==> src/rmf_pkg.sv <==
// Shared types, constants and compare functions for the RGB 3x3 median filter.
`timescale 1ns / 1ps

package rmf_pkg;

    // Default capacities handed to the top-level parameters.
    localparam int MAX_WIDTH_DEF  = 2048;
    localparam int MAX_HEIGHT_DEF = 4096;

    // Configuration register file.
    localparam int CFG_IDX_W    = 1;
    localparam int CFG_DATA_W   = 13;
    localparam int CFG_WIDTH_W  = 12;
    localparam int CFG_HEIGHT_W = 13;
    localparam logic [CFG_IDX_W-1:0] CFG_IDX_WIDTH  = 1'b0;
    localparam logic [CFG_IDX_W-1:0] CFG_IDX_HEIGHT = 1'b1;
    localparam int CFG_WIDTH_RST  = 640;
    localparam int CFG_HEIGHT_RST = 480;

    // One RGB pixel.
    typedef struct packed {
        logic [7:0] r;
        logic [7:0] g;
        logic [7:0] b;
    } pixel_t;

    // One window column, top row first.
    typedef struct packed {
        pixel_t top;
        pixel_t mid;
        pixel_t bot;
    } column_t;

    // Three bytes in ascending order.
    typedef struct packed {
        logic [7:0] lo;
        logic [7:0] md;
        logic [7:0] hi;
    } chan3_t;

    // A sorted column, per channel.
    typedef struct packed {
        chan3_t r;
        chan3_t g;
        chan3_t b;
    } sorted_col_t;

    // Line memory entry: the pixel one row above and two rows above.
    typedef struct packed {
        pixel_t mid;
        pixel_t up;
    } line_entry_t;

    // Control that travels down the pipeline with each word.
    typedef struct packed {
        logic emit;
        logic border;
        logic last;
    } meta_t;

    // One output word.
    typedef struct packed {
        pixel_t pix;
        logic   last;
    } result_t;

    function automatic logic [7:0] min2(input logic [7:0] a, input logic [7:0] b);
        return (a < b) ? a : b;
    endfunction

    function automatic logic [7:0] max2(input logic [7:0] a, input logic [7:0] b);
        return (a > b) ? a : b;
    endfunction

    function automatic logic [7:0] min3(input logic [7:0] a, input logic [7:0] b,
                                        input logic [7:0] c);
        return min2(min2(a, b), c);
    endfunction

    function automatic logic [7:0] max3(input logic [7:0] a, input logic [7:0] b,
                                        input logic [7:0] c);
        return max2(max2(a, b), c);
    endfunction

    function automatic logic [7:0] med3(input logic [7:0] a, input logic [7:0] b,
                                        input logic [7:0] c);
        return max2(min2(a, b), min2(max2(a, b), c));
    endfunction

    // Three compare-exchange steps sort three bytes.
    function automatic chan3_t sort3(input logic [7:0] a, input logic [7:0] b,
                                     input logic [7:0] c);
        chan3_t     s;
        logic [7:0] x;
        logic [7:0] y;
        logic [7:0] z;
        x = min2(a, b);
        y = max2(a, b);
        z = max2(y, c);
        y = min2(y, c);
        s.lo = min2(x, y);
        s.md = max2(x, y);
        s.hi = z;
        return s;
    endfunction

endpackage

==> src/rmf_median.sv <==
// Median of nine from three sorted columns, with border pass-through.
`timescale 1ns / 1ps

module rmf_median (
    input  logic                       clk,
    input  logic                       rst_n,
    input  logic                       adv,
    input  logic                       in_valid,
    input  rmf_pkg::meta_t             in_meta,
    input  rmf_pkg::pixel_t            center,
    input  rmf_pkg::sorted_col_t [2:0] cols,
    output logic                       res_valid,
    output rmf_pkg::result_t           res
);
    import rmf_pkg::*;

    logic   a_valid_reg;
    meta_t  a_meta_reg;
    pixel_t a_center_reg;
    chan3_t a_r_reg;
    chan3_t a_g_reg;
    chan3_t a_b_reg;
    chan3_t r_next;
    chan3_t g_next;
    chan3_t b_next;

    // Reduce the sorted columns: largest low, median middle, smallest high.
    always_comb
    begin
        r_next.lo = max3(cols[0].r.lo, cols[1].r.lo, cols[2].r.lo);
        r_next.md = med3(cols[0].r.md, cols[1].r.md, cols[2].r.md);
        r_next.hi = min3(cols[0].r.hi, cols[1].r.hi, cols[2].r.hi);
        g_next.lo = max3(cols[0].g.lo, cols[1].g.lo, cols[2].g.lo);
        g_next.md = med3(cols[0].g.md, cols[1].g.md, cols[2].g.md);
        g_next.hi = min3(cols[0].g.hi, cols[1].g.hi, cols[2].g.hi);
        b_next.lo = max3(cols[0].b.lo, cols[1].b.lo, cols[2].b.lo);
        b_next.md = med3(cols[0].b.md, cols[1].b.md, cols[2].b.md);
        b_next.hi = min3(cols[0].b.hi, cols[1].b.hi, cols[2].b.hi);
    end

    // Reduction stage valid.
    always_ff @(posedge clk or negedge rst_n)
    begin
        if (!rst_n)
        begin
            a_valid_reg <= 1'b0;
        end
        else if (adv)
        begin
            a_valid_reg <= in_valid;
        end
    end

    // Reduction stage payload.
    always_ff @(posedge clk)
    begin
        if (adv)
        begin
            a_meta_reg   <= in_meta;
            a_center_reg <= center;
            a_r_reg      <= r_next;
            a_g_reg      <= g_next;
            a_b_reg      <= b_next;
        end
    end

    // Final median of three, or the center pixel on the border.
    always_comb
    begin
        res_valid = a_valid_reg;
        res.last  = a_meta_reg.last;
        if (a_meta_reg.border)
        begin
            res.pix = a_center_reg;
        end
        else
        begin
            res.pix.r = med3(a_r_reg.lo, a_r_reg.md, a_r_reg.hi);
            res.pix.g = med3(a_g_reg.lo, a_g_reg.md, a_g_reg.hi);
            res.pix.b = med3(a_b_reg.lo, a_b_reg.md, a_b_reg.hi);
        end
    end

endmodule

==> config.mk <==
export PLATFORM = sky130hd
export DESIGN_NAME = rmf_median
export DESIGN_NICKNAME = d
export VERILOG_FILES = /design/src/rmf_pkg.sv /design/src/rmf_median.sv
export SDC_FILE = /design/constraint.sdc
export NUM_CORES = 1
export LEC_CHECK = 0
export CORE_MARGIN = 2
export CORE_UTILIZATION = 30
export CTS_CLUSTER_SIZE = 30
export DETAILED_ROUTE_END_ITERATION = 8
export DONT_BUFFER_PORTS = 1
export SYNTH_ARGS = -nofsm -noshare
export SYNTH_HDL_FRONTEND = slang
export SYNTH_SLANG_ARGS = --single-unit
==> constraint.sdc <==
create_clock -name clk -period 10.1 [get_ports clk]
set_clock_uncertainty 0.1 [all_clocks]
set_input_delay 1.01 -clock clk [delete_from_list [all_inputs] [get_ports clk]]
set_output_delay 1.01 -clock clk [all_outputs]
set_load 0.03 [all_outputs]
# --- Yosys cells after proc, flatten, opt, wreduce, memory -nomap -nowiden ---
# Cells that the tools add are included.
# Widths: inputs -> output; s select.
op_classes:
  n_lt_le_gt_ge: 36
  mux: 37
op_table:
  columns: ["cell", "count"]
  rows:
  - ["$mux 8", 36]
  - ["$gt 8x8->1", 18]
  - ["$lt 8x8->1", 18]
  - ["$mux 24", 1]
word_totals:
  word_cells: 88
  ff_bits: 99

# --- Longest topological paths before layout ---
depth:
  word_depth: 7
  mapped_depth: 25
  mapped_depth_nobuf: 23

# --- Least setup slack after synthesis ---
# OpenSTA, ideal clock, no wires.
synth_path:
  path_kind: "flip-flop to output port"
  start: "register a_r_reg[17] (netlist name)"
  end: "output port res[18] (netlist name)"
  slack_ns: 3.331
  path_buffers: 1
  required_ns: 8.990
  arrival_time_ns: 5.659
  path_stages_with_launch: 23
  cell_sequence: "edfxtp_1 > ha_1 > nor2b_1 > o211ai_1 > a21oi_1 > nor2_1 > mux2_2 > ha_1 > and4_1 > a21oi_1 > and2_1 > o211a_1 > a311oi_2 > mux2i_1 > ha_1 > a21o_1 > a21oi_1 > a21boi_0 > o21ai_0 > a21o_1 > clkbuf_1 > nand2_1 > o21ai_0"
synth_rtl:
  columns: ["item", "line", "text"]
  rows:
  - ["start, declared", "rmf_median.sv:20", "chan3_t a_r_reg;"]
  - ["start signal, assigned", "rmf_median.sv:61", "a_r_reg <= r_next;"]
  - ["end, declared", "rmf_median.sv:13", "output rmf_pkg::result_t res"]

==> metrics.md <==
| Metric | Value |
|---|---|
| Final Hold Fails | `0` |
| # setup viols final | `0` |
| Post-DP HPWL | `28.8 mm` |
| Most frequent cell after synthesis | `inv_1` |
| Synth warn | `0` |
| Nets | `1889` |
| Cell area after synthesis | `12700 µm²` |
| Max incr delay on CP | `0.83 ns` |
| Setup TNS | `0 ns` |
| TritonCTS clock tree | `yes` |
| Synth Area per Inst | `9.09 µm²` |
| Hold-fix buffers, CTS | `0` |
| Area grow syn2layout | `8.04%` |
| Top FF cell, synth | `edfxtp_1` |
| Finished Cell Area | `13700 µm²` |
| CTS Buffer Depth | `2` |
| Crit path max fanout | `10` |
| DR WL/cell | `17.2 µm` |
| Iter 0 DRT Violations | `341` |
| Max cap viols | `0` |
| GRT Total Usage | `15.3%` |
| H-tree levels | `3` |
| Yosys top cell by area | `edfxtp_1` |
| Multi-input gate area | `8780 µm²` |
| Syn nets | `1874` |
| PortBufs | `0` |
| GR Layer Usage met2 | `27.4%` |
| Critical path's slowest cell | `o21ai_0` |
| Largest net degree at the start of global routing | `100` |
| Commonest cells post-synth | `inv_1 (235), ha_1 (228), mux2_2 (142), edfxtp_1 (98), o21ai_0 (84)` |
| Final WL | `33.8 mm` |
| Rows | `75` |
| Number of fillers in the final layout | `4331` |
| Startpoint types | `register` |
| RSZ-0062 raised after global routing | `false` |
| Final ANT Viol Nets | `0` |
| Max-slew violation count | `0` |
| # DRC | `0` |
| Sequential Power Share | `21.6%` |
| Layer with the highest usage | `met2` |
| Crit-path cells | `inv_1, ha_1, nor2b_1, o211ai_1, a21oi_1, nor2_1, mux2_2, ha_1, and4_1, a21oi_1, and2_1, o211a_1, a311oi_2, mux2i_1, ha_1, a21o_1, a21oi_1, a21boi_0, o21ai_0, a21o_1, nand2_1, o21ai_0` |
| Maximum VDD drop | `0.0887 mV` |
| Post-Synthesis Cells | `1399` |
| M1 GR Usage | `17.6%` |
| Die area | `44000 µm²` |
| First-pass GRT wire length | `53.6 mm` |
| LEAKAGE | `6.65 nW` |
| Clk_lat worst skew | `0.37 ns` |
| M3 GR Usage | `4.06%` |
| Chip Height | `210 µm` |
| Post-synth EDFFs | `98` |
| PD cells | `206 nW/µm²` |
| Combinational Power Share | `67.1%` |
| CTS sink cnt | `99` |
| CTS buffer count | `9` |
| Sw power | `1.33 mW` |
| Worst Path Arrival | `6.97 ns` |
| Dpl cell area | `13500 µm²` |
| Switching Share | `47.1%` |
| Outcome | `finished, final reports clean` |
| Average via count per standard cell | `5.21` |
| Total core area | `41900 µm²` |
| Post-synth ARST share | `1.01%` |
| Tmin final | `8.08 ns` |
| Synth top area cells | `edfxtp_1 (23%), ha_1 (22%), mux2_2 (13%)` |
| Die X | `210 µm` |
| Num ports | `273` |
| Pwr Total | `2.83 mW` |
| Setup bufs post-CTS | `0` |
| Slew of the pin with the lowest slew margin | `1.04 ns` |
| GR Overflow Total | `0` |
| Synth top area share | `23.2%` |
| Via total after detailed routing | `10200` |
| Drt first pass iters | `5` |
| Share of cells above drive strength 1 | `13.7%` |
| Vias in the first global route | `10500` |
| Synthesis-stage register bit count | `99` |
| Starting Density | `30.4%` |
| Distinct cells, synth | `67` |
| Storage cell area | `2970 µm²` |
| Initial antenna violation count | `5` |
| Slew HR | `29.9%` |
| Final Cycle Share | `80.0%` |
| Clock-pin slew on the worst setup and hold paths | `0.07 ns` |
| Root Buffer | `clkbuf_16` |
| Pint | `1.50 mW` |
| Max Clk Rate | `0.124 GHz` |
| PostCTS Resize Cnt | `0` |
| Clock share of power | `11.3%` |
| CP endpoint kind | `output pin` |
| Register area share after synthesis | `23.3%` |
| Worst min-delay path class | `in -> async` |
| Required time worst endpoint | `8.99 ns` |
| GPL Wtd Cong | `0.888` |
| Critical path class | `reg -> out` |
-- power groups by stage --
stage | registers [mW] | logic [mW] | clock network [mW]
final | 0.611 | 1.90 | 0.320
after global placement | 0.617 | 1.85 | 0
after CTS | 0.611 | 1.91 | 0.332
after global routing | 0.620 | 2.12 | 0.347
after detailed placement | 0.618 | 1.90 | 0
after floorplan | 0.587 | 1.41 | 0
-- worst max-delay path, delay by kind of cell, from the launching register on --
family | cells | cell delay [ns]
AOI/OAI and AO/OA | 11 | 3.05
and+or+nand+nor | 5 | 1.30
adders and majority gates | 3 | 0.92
muxes | 2 | 0.85
DFF | 1 | 0.40
buffers and inverters | 1 | 0.06
-- metal layers --
metal	routed length (µm)	part of all wire (%)
met3	2180	6.4
met4	642	1.9
met1	14200	42
met2	16800	50
met5	0	0
-- final cells by class --
type                    count  area share (%)
multi-input cells        1047            63.9
flip-flops and latches     99            21.6
inverters                 235            6.42
well taps                 539            4.91
clock buffers              12            1.72
repair buffers             22            1.20
clock inverters             4           0.128
diodes                      3          0.0547
-- final timing paths --
path	startpoint	to	slack, ns	cells after the start
min in group clk	center[13]	a_center_reg[13]	0.63	0
setup / recovery	a_r_reg[9]	res[19]	2.02	22
hold reg to reg	res_valid	res_valid	0.65	1
setup reg to reg	res_valid	res_valid	9.10	1
hold / removal	rst_n	res_valid	0.23	0
max in group asynchronous	rst_n	res_valid	9.61	0
-- placed cells by master, fill, tap and decap left out, types with 7 or more instances in the layout --
master,count
a21o_1,35
a21oi_1,81
and2_1,14
and3_1,18
and4_1,7
buf_4,22
clkbuf_16,9
edfxtp_1,98
ha_1,228
inv_1,235
mux2_2,142
mux2i_1,74
nand2_1,73
nand2b_1,9
nand3_1,26
nand4_1,25
nor2_1,46
nor2b_1,20
nor3_1,9
o211ai_1,9
o21a_1,34
o21ai_0,84
o31a_1,23
or3_1,7
-- per-stage QoR --
step	hold slack, ns	setup slack (ns)	cells	util, %
after floorplan	0.614	3.33	1399	-
after detailed placement	0.614	2.58	1942	32.2
after global routing	0.203	1.76	1960	32.8
after CTS	0.203	2.10	1958	32.8
final	0.227	2.02	1961	32.8
after global placement	0.614	2.65	1942	32.2
-- kinds of logic after synthesis --
| kind of cell | count (synthesis) | share of synthesized area, % |
|---|---|---|
| adders and majority gates | 228 | 22.4 |
| AOI/OAI and AO/OA | 330 | 17.0 |
| buffers and inverters | 253 | 7.56 |
| DFF | 99 | 23.3 |
| and+or+nand+nor | 273 | 11.2 |
| muxes | 216 | 18.4 |
Power figures use the tool's default switching activity.
