### src/rmf_pkg.sv
// Shared types, constants and compare functions for the RGB 3x3 median filter.
`timescale 1ns / 1ps

package rmf_pkg;

    // Default capacities handed to the top-level parameters.
    localparam int MAX_WIDTH_DEF  = 2048;
    localparam int MAX_HEIGHT_DEF = 4096;

    // Configuration register file.
    localparam int CFG_IDX_W    = 1;
    localparam int CFG_DATA_W   = 13;
    localparam int CFG_WIDTH_W  = 12;
    localparam int CFG_HEIGHT_W = 13;
    localparam logic [CFG_IDX_W-1:0] CFG_IDX_WIDTH  = 1'b0;
    localparam logic [CFG_IDX_W-1:0] CFG_IDX_HEIGHT = 1'b1;
    localparam int CFG_WIDTH_RST  = 640;
    localparam int CFG_HEIGHT_RST = 480;

    // One RGB pixel.
    typedef struct packed {
        logic [7:0] r;
        logic [7:0] g;
        logic [7:0] b;
    } pixel_t;

    // One window column, top row first.
    typedef struct packed {
        pixel_t top;
        pixel_t mid;
        pixel_t bot;
    } column_t;

    // Three bytes in ascending order.
    typedef struct packed {
        logic [7:0] lo;
        logic [7:0] md;
        logic [7:0] hi;
    } chan3_t;

    // A sorted column, per channel.
    typedef struct packed {
        chan3_t r;
        chan3_t g;
        chan3_t b;
    } sorted_col_t;

    // Line memory entry: the pixel one row above and two rows above.
    typedef struct packed {
        pixel_t mid;
        pixel_t up;
    } line_entry_t;

    // Control that travels down the pipeline with each word.
    typedef struct packed {
        logic emit;
        logic border;
        logic last;
    } meta_t;

    // One output word.
    typedef struct packed {
        pixel_t pix;
        logic   last;
    } result_t;

    function automatic logic [7:0] min2(input logic [7:0] a, input logic [7:0] b);
        return (a < b) ? a : b;
    endfunction

    function automatic logic [7:0] max2(input logic [7:0] a, input logic [7:0] b);
        return (a > b) ? a : b;
    endfunction

    function automatic logic [7:0] min3(input logic [7:0] a, input logic [7:0] b,
                                        input logic [7:0] c);
        return min2(min2(a, b), c);
    endfunction

    function automatic logic [7:0] max3(input logic [7:0] a, input logic [7:0] b,
                                        input logic [7:0] c);
        return max2(max2(a, b), c);
    endfunction

    function automatic logic [7:0] med3(input logic [7:0] a, input logic [7:0] b,
                                        input logic [7:0] c);
        return max2(min2(a, b), min2(max2(a, b), c));
    endfunction

    // Three compare-exchange steps sort three bytes.
    function automatic chan3_t sort3(input logic [7:0] a, input logic [7:0] b,
                                     input logic [7:0] c);
        chan3_t     s;
        logic [7:0] x;
        logic [7:0] y;
        logic [7:0] z;
        x = min2(a, b);
        y = max2(a, b);
        z = max2(y, c);
        y = min2(y, c);
        s.lo = min2(x, y);
        s.md = max2(x, y);
        s.hi = z;
        return s;
    endfunction

endpackage

### src/rmf_column_cell.sv
// One column of the 3x3 window: holds three pixels, sorts them, hands them on.
`timescale 1ns / 1ps

module rmf_column_cell (
    input  logic                 clk,
    input  logic                 rst_n,
    input  logic                 shift_en,
    input  rmf_pkg::column_t     col_in,
    output rmf_pkg::column_t     col_out,
    output rmf_pkg::sorted_col_t sorted
);
    import rmf_pkg::*;

    column_t col_reg;

    // Column register, shifted once per word.
    always_ff @(posedge clk or negedge rst_n)
    begin
        if (!rst_n)
        begin
            col_reg <= '0;
        end
        else if (shift_en)
        begin
            col_reg <= col_in;
        end
    end

    assign col_out = col_reg;

    // Per-channel sort of the held column.
    always_comb
    begin
        sorted.r = sort3(col_reg.top.r, col_reg.mid.r, col_reg.bot.r);
        sorted.g = sort3(col_reg.top.g, col_reg.mid.g, col_reg.bot.g);
        sorted.b = sort3(col_reg.top.b, col_reg.mid.b, col_reg.bot.b);
    end

endmodule

### config.mk
export PLATFORM = sky130hd
export DESIGN_NAME = rmf_column_cell
export DESIGN_NICKNAME = d
export VERILOG_FILES = /design/src/rmf_pkg.sv /design/src/rmf_column_cell.sv
export SDC_FILE = /design/constraint.sdc
export NUM_CORES = 1
export LEC_CHECK = 0
export ABC_AREA = 1
export BUFFER_PORTS_ARGS = -buffer_cell sky130_fd_sc_hd__buf_4
export CAP_MARGIN = 0
export CORE_MARGIN = 1.5
export CORE_UTILIZATION = 30
export DETAILED_ROUTE_END_ITERATION = 8
export GPL_TIMING_DRIVEN = 0
export HOLD_SLACK_MARGIN = 0.06
export PLACE_DENSITY_LB_ADDON = 0.12
export SYNTH_ARGS = -nofsm -noshare
export SYNTH_HDL_FRONTEND = slang
export SYNTH_SLANG_ARGS = --single-unit
### constraint.sdc
create_clock -name clk -period 8.65 [get_ports clk]
set_input_delay 1.2975 -clock clk [delete_from_list [all_inputs] [get_ports clk]]
set_output_delay 1.2975 -clock clk [all_outputs]
set_load 0.005 [all_outputs]
=== Yosys cells after proc, flatten, opt, wreduce, memory -nomap -nowiden ===
Cells that the tools add are included.

* Input port bits: 75
* Register bits: 72
* Logic and storage cells: 45

* Mux-type cells: 18
* Magnitude comparators: 18

{| class="wikitable"
|+ Operators with widths
! kind !! number
|-
| two-way mux 8 bit || 18
|-
| greater-than comparator 8 bit || 9
|-
| less-than comparator 8 bit || 9
|}

=== Longest topological paths before layout ===
Gate-level depths: netlist of run 1.

* Depth in word-level cells: 6
* Depth in mapped cells: 32

=== Least setup slack after synthesis of run 1 ===
OpenSTA, ideal clock, no wires.

* Path type: register to output
* Start point: register col_reg (netlist bit col_out[31])
* End point: output port sorted[8] (netlist name)
* Data arrival time: 3691 ps
* Cell stages (with the launch flop): 25
* Required time: 7352 ps
* Slack: 3661 ps
* Path through: dfrtp_1 > inv_1 > ha_1 > a21o_1 > nor2_1 > nand2_2 > buf_4 > nand3_1 > nand2_1 > ha_1 > nand2_1 > o21bai_1 > a21oi_2 > nor2_4 > inv_2 > nand2_1 > nand2_1 > ha_1 > a21oi_1 > o21a_1 > nand2_2 > o21ai_2 > inv_1 > nand2_1 > nand2_1

{| class="wikitable"
|+ RTL lines
! item !! line !! RTL
|-
| from (decl) || rmf_column_cell.sv:14 || <nowiki>column_t col_reg;</nowiki>
|-
| from (signal assigned) || rmf_column_cell.sv:25 || <nowiki>col_reg <= col_in;</nowiki>
|-
| to (decl) || rmf_column_cell.sv:10 || <nowiki>output rmf_pkg::sorted_col_t sorted</nowiki>
|}

==> summary by stage, run 1 <==
Floorplanning
The die is between 100 and 150 um tall. After floorplanning, the core was divided into 52 placement rows. The core area is slightly above 20,000 um^2. The initial cell density of the core is a little under a third. The die width is around 150 um.

The die covers about 22,000 um^2. 219 I/O pins were placed.

Cells and area
After routing the design area is around 8600 um^2. The final layout contains around 1,300 nets. Cells fill between 40% and 50% of the core in the end.

The register with the most flip-flops in the layout has 72 of them. For this run, the number of standard cells in the final layout without fillers is ~1,400. The area added between synthesis and finish is 35.85%.

The share of layout cells above drive strength 1 is 24.25%.

Clocking
The total of cells resized after clock tree synthesis is 0. The clock sink count is around 70. TritonCTS created 9 clock buffers. The later-pin clock latency in the skew report is between 0.3 and 0.4 ns. The cell at the root of the clock tree is sky130_fd_sc_hd__clkbuf_16. The post-CTS setup buffer count is 0. The CTS H-tree depth is 3.

The clock transition at the registers of the reported paths is around 0.06 ns. In this run the deepest clock path goes through 2 buffers. Buffers inserted to repair hold after CTS numbered 0. TritonCTS built the clock tree.

Synth
A synthesized cell averages between 6 and 7 um^2. Of all flip-flops after synthesis, the portion carrying an async set or reset was 100.0%. The dominant cell by count in the synthesized netlist is sky130_fd_sc_hd__nand2_1. The share of the Yosys chip area taken by registers is 28.50%.

By count the netlist is led by 349 x sky130_fd_sc_hd__nand2_1, 99 x sky130_fd_sc_hd__inv_1, 97 x sky130_fd_sc_hd__nand3_1. After technology mapping, the gate count stands at roughly 940. The largest area contributor in the synthesized netlist is sky130_fd_sc_hd__dfrtp_1. By area the synthesized netlist is led by sky130_fd_sc_hd__dfrtp_1 29%, sky130_fd_sc_hd__nand2_1 21%, sky130_fd_sc_hd__ha_1 14%, sky130_fd_sc_hd__nand3_1 7.7%, sky130_fd_sc_hd__o21ai_0 6.4%. The count of flip-flops with a built-in enable after synthesis is 0.

The leading register cell type out of synthesis is sky130_fd_sc_hd__dfrtp_1. Counting every net in the synthesized netlist gives 1,086. The number of warnings reported in the yosys synthesis log is 0. The cell area that synthesis handed to floorplanning was 6321 um^2. The synthesized netlist contains 36 unique library cells.

Counting flops and latches in the post-synthesis netlist gives between 70 and 80. The portion of synthesized cell area occupied by the leading cell type is 28.50%.

Timing
The final count of pins violating max slew is 0. The setup skew after layout is 0 ns. The pin slew with the least headroom to its limit is ~0.99 ns. The final count of negative-setup-slack endpoints is 0.

Setup repair after global routing left no endpoint under its margin. The number of endpoints with negative hold slack in the final report is 0. The time the final worst path needs with I/O delays and setup is roughly 6.3 ns. The worst max-slew margin expressed relative to the limit is roughly 34%. The setup TNS is 0 ns. For this run, the top clock speed supported by timing is between 150 and 200 MHz. The share of the clock period used by the worst path after layout is slightly above 70%.

Route
Summing over every cut layer, the via total after detailed routing is 6,968. The mean number of vias per cell is 4.832. The first-pass iteration count of the detailed router is 5. The total detailed-routing wirelength is between 20,000 and 25,000 um. The average routed wire per standard cell is ~16 um. The antenna violation net count after detailed routing is 0.

In the routed design, unresolved DRC markers number 0. After the first detailed-routing iteration, the DRC count stood at approximately 290.

GRT
The initial antenna violation count came to 1. Entering global routing, the biggest net connects 73 pins. The first global-routing pass estimated 35,090 um of wire. The total overflow reported by the global router is 0. The global router's overall resource usage is between 20% and 30%. The number of global-route vias before repair is roughly 6,600.

Placement
Counting tap cells, the placed design contains a total of between 1,000 and 1,500 instances. During placement, the flow inserted port buffers numbering approximately 220. Summing all placed instances gives a cell area of just over 8000 um^2. The weighted congestion at the end of routability-driven global placement is about 0.92. The total half-perimeter wirelength after legalization and detailed placement is around 19,000 um.

Critical path
The critical path in this run is classified as reg2out. The maximum fanout along the worst path is 10. For the worst setup path, the data required time is roughly 7.4 ns. The type of element capturing the critical path is a primary output. Counting stages on the worst path, the most repeated cell is sky130_fd_sc_hd__nand2_1. The worst setup path is launched from a flip-flop. For this run, the slowest stage of the critical path takes between 0.4 and 0.5 ns. For this design, the slowest cell found on the critical path is sky130_fd_sc_hd__dfrtp_1. The signal arrival time at the worst endpoint is 4.96 ns.

Outcome
The flow ran to the end, and the final reports show no timing, DRC or antenna violations.

Run
The number of max-cap violations is 0.

Pwr
The static leakage is roughly 4.7 nW. In this run the power density over the cells is around 270 nW/um^2. The maximum vdd drop is about 0.17 mV.

Worst hold path
In this run the worst hold path is classified as reg2reg.
-- power breakdown --
group	total, mW	switching, mW	internal [mW]
Combinational	1.54	0.864	0.678
Sequential	0.405	0.0377	0.367
Clock	0.383	0.153	0.229
-- cell usage in the layout, fill, tap and decap left out, types with 3 or more instances in the layout --
cell	n
sky130_fd_sc_hd__nand2_2	10
sky130_fd_sc_hd__clkbuf_16	9
sky130_fd_sc_hd__a21oi_2	4
sky130_fd_sc_hd__ha_1	72
sky130_fd_sc_hd__dfrtp_1	72
sky130_fd_sc_hd__o21ai_2	4
sky130_fd_sc_hd__buf_4	221
sky130_fd_sc_hd__a21o_1	3
sky130_fd_sc_hd__o21ai_0	81
sky130_fd_sc_hd__nand4_2	3
sky130_fd_sc_hd__a21oi_1	25
sky130_fd_sc_hd__and2_4	3
sky130_fd_sc_hd__o21a_1	6
sky130_fd_sc_hd__and2_1	3
sky130_fd_sc_hd__nand4_1	7
sky130_fd_sc_hd__clkbuf_1	15
sky130_fd_sc_hd__nand2_1	349
sky130_fd_sc_hd__inv_2	4
sky130_fd_sc_hd__nand3_1	97
sky130_fd_sc_hd__nor2_1	17
sky130_fd_sc_hd__o21ai_1	35
sky130_fd_sc_hd__nor2_2	3
sky130_fd_sc_hd__buf_6	5
sky130_fd_sc_hd__nor2_4	4
sky130_fd_sc_hd__inv_1	99
sky130_fd_sc_hd__clkinvlp_4	3
-- final cells by class --
cell class	count	area (um^2)
buffer	25	147.6
tap	270	337.8
antenna	1	2.502
inverter	105	396.6
timing repair buffer	217	1629
clock inverter	5	57.56
multi-input combinational	737	3975
fill	2223	11840
sequential	72	1802
clock buffer	10	239.0
-- metrics by stage --
stage	setup WS (ns)	hold slack, ns	power (mW)
finish	2.393	0.5956	2.330
global route	1.879	0.6319	2.543
CTS	2.367	0.6037	2.354
detailed placement	2.784	0.5915	1.959
global placement	2.771	0.5840	1.953
floorplan	3.661	0.5645	1.272
-- critical path: cells and delay by family (launching register included) --
kind                       cells  cell delay [ns]
and+or+nand+nor               13             1.51
buffers and inverters          6             0.92
DFF                            1             0.45
adders and majority gates      3             0.92
AOI/OAI and AO/OA              6             0.84
-- cell families after synthesis --
group | Yosys count | share of synthesized area, %
AOI/OAI and AO/OA | 162 | 13.88
and+or+nand+nor | 503 | 34.76
adders and majority gates | 72 | 14.25
DFF | 72 | 28.50
buffers and inverters | 130 | 8.610
-- worst paths after layout --
check                            startpoint          end  slack, ns  cells after the start
worst max-delay path            col_out[29]   sorted[15]       2.39                     28
max in group asynchronous             rst_n  col_out[18]       6.90                      1
worst min register to register   col_out[0]   col_out[0]       0.60                      2
min in group asynchronous             rst_n  col_out[65]       1.11                      1
worst max register to register  col_out[13]  col_out[13]       7.86                      2
worst min-delay path             col_out[0]   col_out[0]       0.60                      2
-- metal layers --
metal,GRT usage [%],vias to the layer above,wire length [um]
met4,6.287,0,435
li1,-,3543,-
met1,27.09,3224,10360
met2,34.37,176,10770
met5,0,-,0
met3,3.650,25,1283
(Power assumes the default switching activity.)
==> run 2: changes to the inputs <==
ABC_AREA = 0   (was 1)
clock period = 5.9 ns   (was 8.65 ns; I/O delays follow)
==> summary by stage, run 2 <==
Critical path
The signal arrival time at the worst endpoint was 5.22 ns (was 4.96 ns). The type of element capturing the critical path is a primary output (unchanged). The maximum fanout along the worst path is 8 (was 10). The startpoint kind of the worst setup timing path was a flip-flop (unchanged). The largest stage delay on the critical path came to 0.45 ns (about the same). The startpoint-to-endpoint class of the critical path is reg2out (unchanged). The cell repeated most along the worst path is sky130_fd_sc_hd__ha_4 (was sky130_fd_sc_hd__nand2_1).

The category of cells accounting for the largest share of critical-path delay is compound AO/OA/AOI/OAI gates (was simple AND/OR/NAND/NOR gates). The number of buffer and inverter instances along the worst setup path is 6 (unchanged). The worst endpoint required time is 5.02 ns (was 7.35 ns).

The slowest stage cell on the critical path is sky130_fd_sc_hd__or3_4 (was sky130_fd_sc_hd__dfrtp_1). Walking the worst path, the cells encountered are ha_4 -> nand2_4 -> nor2_4 -> inv_2 -> o32ai_4 -> buf_12 -> mux2i_4 -> inv_2 -> ha_4 -> nand4b_1 -> a31oi_4 -> a2111o_1 -> clkbuf_16 -> mux2i_4 -> ha_4 -> nor2b_1 -> o211ai_1 -> buf_4 -> a21oi_4 -> or3_4 -> o211ai_1 -> buf_4.

GRT
The initial antenna violation count is 0 (was 1). The most used routing layer in global routing is met2 (unchanged). The largest net degree at the start of global routing is 73 (unchanged). The met3 demand-to-capacity share in global routing is 3.697% (was 3.650%).

The met1 capacity usage during global routing was 30.99% (was 27.09%). The total overflow reported by the global router is 0 (unchanged). The global routing met2 resource utilization came to 39.34% (was 34.37%). The wire length of the first global-routing pass is 43,200 um (was 35,090 um). The global router's overall resource usage is 23.51% (was 20.58%). The number of global-route vias before repair came to 7,681 (was 6,579).

Timing
The setup TNS is -2.798 ns (was 0 ns). The worst path setup slack after routing is -0.2038 ns (was 2.393 ns). The setup skew after layout came to 0 ns (unchanged).

The pin slew with the least headroom to its limit was 1.006 ns (was 0.9909 ns). The share of the clock period used by the worst path after layout is 103.5%. The final count of negative-setup-slack endpoints came to 23 (was 0). Counting I/O delays and the setup requirement, the final critical path takes 6.104 ns. RSZ-0062 raised after global routing: yes (was no).

The number of endpoints with negative hold slack in the final report is 0 (unchanged). For this run, the top clock speed supported by timing is approximately 160 MHz. The final count of pins violating max slew is 0 (unchanged). The worst max-slew margin expressed relative to the limit was 32.91% (was 33.94%).

Pwr
The maximum vdd drop is 0.1842 mV (was 0.1728 mV). The total power divided by cell area is 404.6 nW/um^2 (was 271.4 nW/um^2). The static leakage is 5.293 nW (was 4.727 nW).

Cells and area
The final antenna diode count is 0 (was 1). The most frequent standard cell in the layout excluding fill and tap cells was sky130_fd_sc_hd__buf_4 (was sky130_fd_sc_hd__nand2_1). The share of layout cells above drive strength 1 is 59.10% (was 24.25%).

The core utilization of the finished layout is 55.15% (was 42.03%). The combined flip-flop and latch cell area is 1849 um^2 (was 1802 um^2). The number of flip-flops under the largest register name was 72 (unchanged). The area added between synthesis and finish is 79.93% (was 35.85%). The cell area after layout came to 12,040 um^2 (was 8587 um^2).

Commonest non-fill, non-tap cells in the layout: 363 x sky130_fd_sc_hd__buf_4, 130 x sky130_fd_sc_hd__nand2_1, 73 x sky130_fd_sc_hd__o21ai_0 (was 349 x sky130_fd_sc_hd__nand2_1, 221 x sky130_fd_sc_hd__buf_4, 99 x sky130_fd_sc_hd__inv_1). The multi-input combinational cell area is 6093 um^2 (was 3975 um^2). The number of fill cells is 1,960 (was 2,223). The number of cells in the finished layout apart from fillers was 1,478 (was 1,442). The net count reported at finish is 1,340 (was 1,314).

Synth
The post-synthesis cell type count is 62 (was 36). Biggest area contributors in the synthesized netlist: sky130_fd_sc_hd__dfrtp_1 27%, sky130_fd_sc_hd__ha_1 13%, sky130_fd_sc_hd__nand2_1 8.4%, sky130_fd_sc_hd__mux2_2 6.9%, sky130_fd_sc_hd__o21ai_0 5.8% (was sky130_fd_sc_hd__dfrtp_1 29%, sky130_fd_sc_hd__nand2_1 21%, sky130_fd_sc_hd__ha_1 14%, sky130_fd_sc_hd__nand3_1 7.7%, sky130_fd_sc_hd__o21ai_0 6.4%). The number of warnings reported in the yosys synthesis log is 0 (unchanged). The synthesized netlist net count came to 956 (was 1,086). The count of flip-flops with a built-in enable after synthesis was 0 (unchanged). The synthesized instance count came to 809 (was 939).

The post-synthesis cell area is 6689 um^2 (was 6321 um^2). The number of flip-flops and latches in the synthesized netlist is 72 (unchanged). The portion of synthesized cell area occupied by the leading cell type is 26.94% (was 28.50%).

The share of flip-flops with an asynchronous set or reset is 100.0% (unchanged). The leading register cell type out of synthesis was sky130_fd_sc_hd__dfrtp_1 (unchanged). The fraction of the yosys area taken by sequential cells came to 26.94% (was 28.50%). The largest area contributor in the synthesized netlist is sky130_fd_sc_hd__dfrtp_1 (unchanged). The dominant cell by count in the synthesized netlist is sky130_fd_sc_hd__nand2_1 (unchanged). Commonest cells post-synth: 150 x sky130_fd_sc_hd__nand2_1, 77 x sky130_fd_sc_hd__o21ai_0, 72 x sky130_fd_sc_hd__dfrtp_1, 72 x sky130_fd_sc_hd__ha_1, 60 x sky130_fd_sc_hd__inv_1 (was 349 x sky130_fd_sc_hd__nand2_1, 99 x sky130_fd_sc_hd__inv_1, 97 x sky130_fd_sc_hd__nand3_1). The synthesized area per cell is 8.268 um^2 (was 6.732 um^2).

Clocking
The clock transition at the registers of the reported paths is 0.06 ns (about the same). The number of hold buffers added after CTS is 0 (unchanged). The clock sink count is 72 (unchanged).

The number of buffers created by CTS is 9 (unchanged). The clock tree buffer depth is 2 (unchanged). The cell at the root of the clock tree is sky130_fd_sc_hd__clkbuf_16 (unchanged). The later-pin clock latency in the skew report is 0.34 ns (about the same). The clock tree from TritonCTS is yes (unchanged).

The CTS H-tree depth is 3 (unchanged).

Placement
The quantity of I/O buffers inserted on ports is 217 (unchanged). The instance area at placement is 8676 um^2 (was 8288 um^2). The weighted congestion at the end of routability-driven global placement was 0.9719 (was 0.9171). The cell count after placement is 1,306 (was 1,426). The pre-CTS setup slack was -1.234 ns (was 2.784 ns). The total half-perimeter wirelength after legalization and detailed placement is 19,800 um (was 18,780 um).

Worst hold path
The worst min-delay path class is reg2reg (unchanged).

Floorplanning
The I/O pin count is 219 (unchanged). The core area is 21,820 um^2 (was 20,430 um^2). The die extent in y came to 152.3 um (was 148.2 um).

The die area is 23,200 um^2 (was 21,950 um^2). The initial cell density of the core is 30.65% (was 30.94%). The total number of placement rows is 54 (was 52).

The die width came to 152.3 um (was 148.2 um).

Outcome
Outcome: finished with violations (was completed). The checks that failed: negative setup slack.

Route
The DRC violation total after the first TritonRoute iteration came to 394 (was 287). The mean number of vias per cell is 5.347 (was 4.832). The antenna violation net count after detailed routing was 0 (unchanged). The first-pass iteration count of the detailed router is 5 (unchanged).

The number of remaining DRC errors was 0 (unchanged). The total detailed-routing wirelength came to 29,290 um (was 22,850 um). The via total after detailed routing was 7,903 (was 6,968). The average routed wire per standard cell came to 19.82 um (was 15.85 um).

Run
The number of max-cap violations came to 0 (unchanged).
## run 2: cell count changes after synthesis, sizes merged, moves of 11 or more
cell,previous run,this run
o211ai,0,48
nand2,361,152
o21ai,120,88
o221ai,0,15
a21oi,29,40
mux2,0,41
a31oi,0,12
mux2i,0,36
nand3,97,17
inv,104,73
nor2b,0,12
## run 2: timing repair
| item | CTS | global route |
|---|---|---|
| setup buffers | 105 | 60 |
| gates cloned | 2 | 1 |
| pin swaps | 55 | 96 |
| gates resized for setup | 213 | 138 |
| setup endpoints to repair | 48 | 48 |
## run 2: logic make-up (layout without fill, tap and decap cells)
family / count (synthesis) / count (layout) / share of synthesized area [%]
mux: 77 / 77 / 12.35
simple gates: 239 / 240 / 16.46
fa+ha+maj: 72 / 72 / 13.47
flops: 72 / 72 / 26.94
compound gates: 244 / 244 / 24.39
buf+inv: 105 / 493 / 6.397
## run 2: metrics by stage
stage / total power [mW] / hold WS (ns)
floorplan: 1.928 / 0.5727
global placement: 2.917 / 0.5948
detailed placement: 2.931 / 0.5984
CTS: 4.288 / 0.5807
global route: 5.160 / 0.5708
finish: 4.870 / 0.5588
## run 2: layout make-up
class	instances	share of cell area (%)
well taps	280	2.911
repair buffers	383	25.05
clock inverters	7	0.8005
multi-input cells	633	50.63
inverters	73	2.277
flip-flops and latches	72	15.37
clock buffers	9	1.871
plain buffers	21	1.092
## run 2: report_power, final
part | leakage, nW | switching (mW) | internal (mW)
Clock | 0.148 | 0.241 | 0.371
Combinational | 4.32 | 1.74 | 1.91
Sequential | 0.822 | 0.0634 | 0.545
Total | 5.29 | 2.04 | 2.83
## run 2: worst paths after layout
kind                        startpoint     endpoint  slack (ns)  cells past startpoint
min reg2reg                col_out[68]  col_out[68]        0.56                      1
max in group asynchronous        rst_n  col_out[25]        4.47                      1
max reg2reg                col_out[55]  col_out[55]        4.91                      2
max                        col_out[71]   sorted[60]       -0.20                     22
min in group asynchronous        rst_n  col_out[67]        0.68                      1
min                        col_out[68]  col_out[68]        0.56                      1
## run 2: per-layer routing
layer,share of wire (%),up-vias
li1,-,3732
met1,43,3843
met2,49,285
met3,5.3,43
met4,2.6,0
met5,0,-
==> run 3: changes to the inputs <==
CORE_UTILIZATION = 47   (was 30)
clock period = 4.88 ns   (was 5.9 ns; I/O delays follow)
==> summary by stage, run 3 (synthesis results as in run 2) <==
Clocking
The CTS H-tree depth is 3 (unchanged). The clock tree from TritonCTS is yes (unchanged). The cell at the root of the clock tree is sky130_fd_sc_hd__clkbuf_16 (unchanged). The clock tree buffer depth is 2 (unchanged).

The number of buffers created by CTS is 9 (unchanged). The clock sink count is 72 (unchanged). The clock transition at the registers of the reported paths is 0.06 ns (about the same). The number of hold buffers added after CTS came to 0 (unchanged). The later-pin clock latency in the skew report was 0.35 ns (was 0.34 ns).

Cells and area
The net count reported at finish is 1,360 (was 1,340). Commonest non-fill, non-tap cells in the layout: 364 x sky130_fd_sc_hd__buf_4, 133 x sky130_fd_sc_hd__nand2_1, 72 x sky130_fd_sc_hd__o21ai_0 (was 363 x sky130_fd_sc_hd__buf_4, 130 x sky130_fd_sc_hd__nand2_1, 73 x sky130_fd_sc_hd__o21ai_0). The area added between synthesis and finish is 81.24% (was 79.93%).

The share of layout cells above drive strength 1 is 59.61% (was 59.10%). The number of flip-flops under the largest register name is 72 (unchanged). The number of cells in the finished layout apart from fillers is 1,399 (was 1,478). The most frequent standard cell in the layout excluding fill and tap cells is sky130_fd_sc_hd__buf_4 (unchanged).

Floorplanning
The die width is 122.3 um (was 152.3 um). The core area is 13,880 um^2 (was 21,820 um^2). The initial cell density of the core was 48.19% (was 30.65%). The I/O pin count is 219 (unchanged).

The die extent in y is 122.3 um (was 152.3 um). The total number of placement rows is 43 (was 54). The die area came to 14,960 um^2 (was 23,200 um^2).

Placement
The cell count after placement is 1,206 (was 1,306). The quantity of I/O buffers inserted on ports is 217 (unchanged). The weighted congestion at the end of routability-driven global placement is 1.002 (was 0.9719). The total half-perimeter wirelength after legalization and detailed placement is 18,420 um (was 19,800 um).

Critical path
The number of buffer and inverter instances along the worst setup path is 6 (unchanged). The number of stages on the worst setup path is 22 (unchanged). The startpoint-to-endpoint class of the critical path is reg2out (unchanged).

Ordered cell list for the critical path: inv_2 -> ha_4 -> a211oi_4 -> or2_1 -> buf_6 -> nand2b_4 -> o211ai_1 -> nand2_2 -> ha_4 -> nand4b_1 -> a31oi_4 -> or3_4 -> o31ai_4 -> ha_4 -> a21oi_4 -> o21ai_4 -> a21oi_4 -> buf_12 -> buf_12 -> buf_12 -> mux2i_1 -> buf_4 (was ha_4 -> nand2_4 -> nor2_4 -> inv_2 -> o32ai_4 -> buf_12 -> mux2i_4 -> inv_2 -> ha_4 -> nand4b_1 -> a31oi_4 -> a2111o_1 -> clkbuf_16 -> mux2i_4 -> ha_4 -> nor2b_1 -> o211ai_1 -> buf_4 -> a21oi_4 -> or3_4 -> o211ai_1 -> buf_4). The maximum fanout along the worst path is 7 (was 8). The largest stage delay on the critical path is 0.49 ns (was 0.45 ns). The worst endpoint required time is 4.15 ns (was 5.02 ns). The slowest stage cell on the critical path is sky130_fd_sc_hd__or3_4 (unchanged).

The startpoint kind of the worst setup timing path was a flip-flop (unchanged). The count of cells along the worst register-to-register path was 2 (unchanged). The category of cells accounting for the largest share of critical-path delay is compound AO/OA/AOI/OAI gates (unchanged). The signal arrival time at the worst endpoint is 5.50 ns (was 5.22 ns). The type of element capturing the critical path is a primary output (unchanged).

The register-to-register path setup slack was 3.52 ns (was 4.91 ns).

Timing
Subtracting the final worst setup slack from the clock period gives around 6.2 ns. The setup TNS is -57.65 ns (was -2.798 ns). The pin slew with the least headroom to its limit is 0.9797 ns (was 1.006 ns). The final count of pins violating max slew came to 0 (unchanged). The final count of negative-setup-slack endpoints came to 69 (was 23). The worst path setup slack after routing is -1.353 ns (was -0.2038 ns). The number of endpoints with negative hold slack in the final report is 0 (unchanged). The share of the clock period used by the worst path after layout is 127.7%. The worst max-slew margin expressed relative to the limit is 34.69% (was 32.91%). RSZ-0062 raised after global routing: yes (unchanged). The setup skew after layout is 0 ns (unchanged).

Timing would allow up to around 160 MHz. The minimum hold slack is 0.5251 ns (was 0.5588 ns).

Run
The number of max-cap violations is 0 (unchanged).

Pwr
The static leakage is 5.426 nW (was 5.293 nW). The maximum vdd drop is 0.4119 mV (was 0.1842 mV). The total power divided by cell area is 536.0 nW/um^2 (was 404.6 nW/um^2).

Route
The antenna violation net count after detailed routing is 0 (unchanged). The detailed-routed wire length on met3 is 4195 um (was 1563 um). The number of remaining DRC errors is 0 (unchanged). The first-pass iteration count of the detailed router came to 5 (unchanged). The mean number of vias per cell was 6.444 (was 5.347). The wire length on met1 came to 12,120 um (was 12,580 um). The average routed wire per standard cell was 24.86 um (was 19.82 um). The total detailed-routing wirelength is 34,780 um (was 29,290 um). The top layer used by detailed routing is met5 (was met4). The sum of met2 wire segment lengths after detailed routing came to 15,940 um (was 14,400 um). The DRC violation total after the first TritonRoute iteration came to 1,135 (was 394). The via total after detailed routing is 9,015 (was 7,903).

Worst hold path
The worst min-delay path class is in2async (was reg2reg).

GRT
The initial antenna violation count came to 2 (was 0). The wire length of the first global-routing pass is 43,730 um (was 43,200 um). The largest net degree at the start of global routing is 73 (unchanged). The total overflow reported by the global router is 0 (unchanged). The number of global-route vias before repair is 8,283 (was 7,681).

The global router's overall resource usage is 37.92% (was 23.51%).

Outcome
Failing checks: negative setup slack (unchanged). Outcome: finished with violations (unchanged).
run 3: changes by cell type in the layout (fill, tap and decap cells not counted), moves of 4 or more:
cell                      change
sky130_fd_sc_hd__buf_6       +18
sky130_fd_sc_hd__mux2_2       -5
sky130_fd_sc_hd__mux2_4       +5
sky130_fd_sc_hd__mux2i_2      +4
sky130_fd_sc_hd__nand2_4      -4
run 3: where the power goes:
group	switching (mW)	internal, mW	total, mW
registers	0.0828	0.658	0.741
clock network	0.306	0.417	0.723
logic	2.46	2.58	5.03
total	2.85	3.65	6.50
run 3: routing by layer:
layer | global-route usage [%] | up-vias
li1 | - | 3765
met1 | 46.85 | 4246
met2 | 64.00 | 769
met3 | 7.481 | 231
met4 | 17.08 | 4
met5 | 0 | -
run 3: timing repair:
action	in CTS	in global routing
gates cloned	3	1
buffers inserted	140	45
setup endpoints to repair	72	72
pin swaps	78	76
resized for setup	178	96
run 3: final cells by class:
| cell class | count | area [um^2] |
|---|---|---|
| Fill cell | 686 | 1758 |
| Clock inverter | 6 | 72.57 |
| Sequential cell | 72 | 1848 |
| Buffer | 23 | 153.9 |
| Tap cell | 180 | 225.2 |
| Multi-Input combinational cell | 634 | 6085 |
| Timing Repair Buffer | 400 | 3223 |
| Inverter | 73 | 274.0 |
| Antenna cell | 1 | 2.502 |
| Clock buffer | 10 | 239.0 |
run 3: final timing paths:
check | start | endpoint
max in group asynchronous | rst_n | col_out[59]
setup / recovery | col_out[37] | sorted[44]
min in group clk | col_in[17] | col_out[17]
hold / removal | rst_n | col_out[18]
setup reg to reg | col_out[3] | col_out[3]
hold reg to reg | col_out[42] | col_out[42]
run 3: through the flow:
| step | setup slack, ns | cell area (um^2) | power [mW] | utilization (%) |
|---|---|---|---|---|
| 2_1_floorplan | -0.6323 | 7218 | 2.640 | - |
| 3_3_place_gp | -1.751 | 9072 | 3.801 | 65.36 |
| 3_5_place_dp | -1.711 | 9072 | 3.829 | 65.36 |
| 4_1_cts | -0.9790 | 11260 | 5.485 | 81.14 |
| 5_1_grt | -1.621 | 12120 | 6.754 | 87.34 |
| 6_report | -1.353 | 12120 | 6.498 | 87.34 |
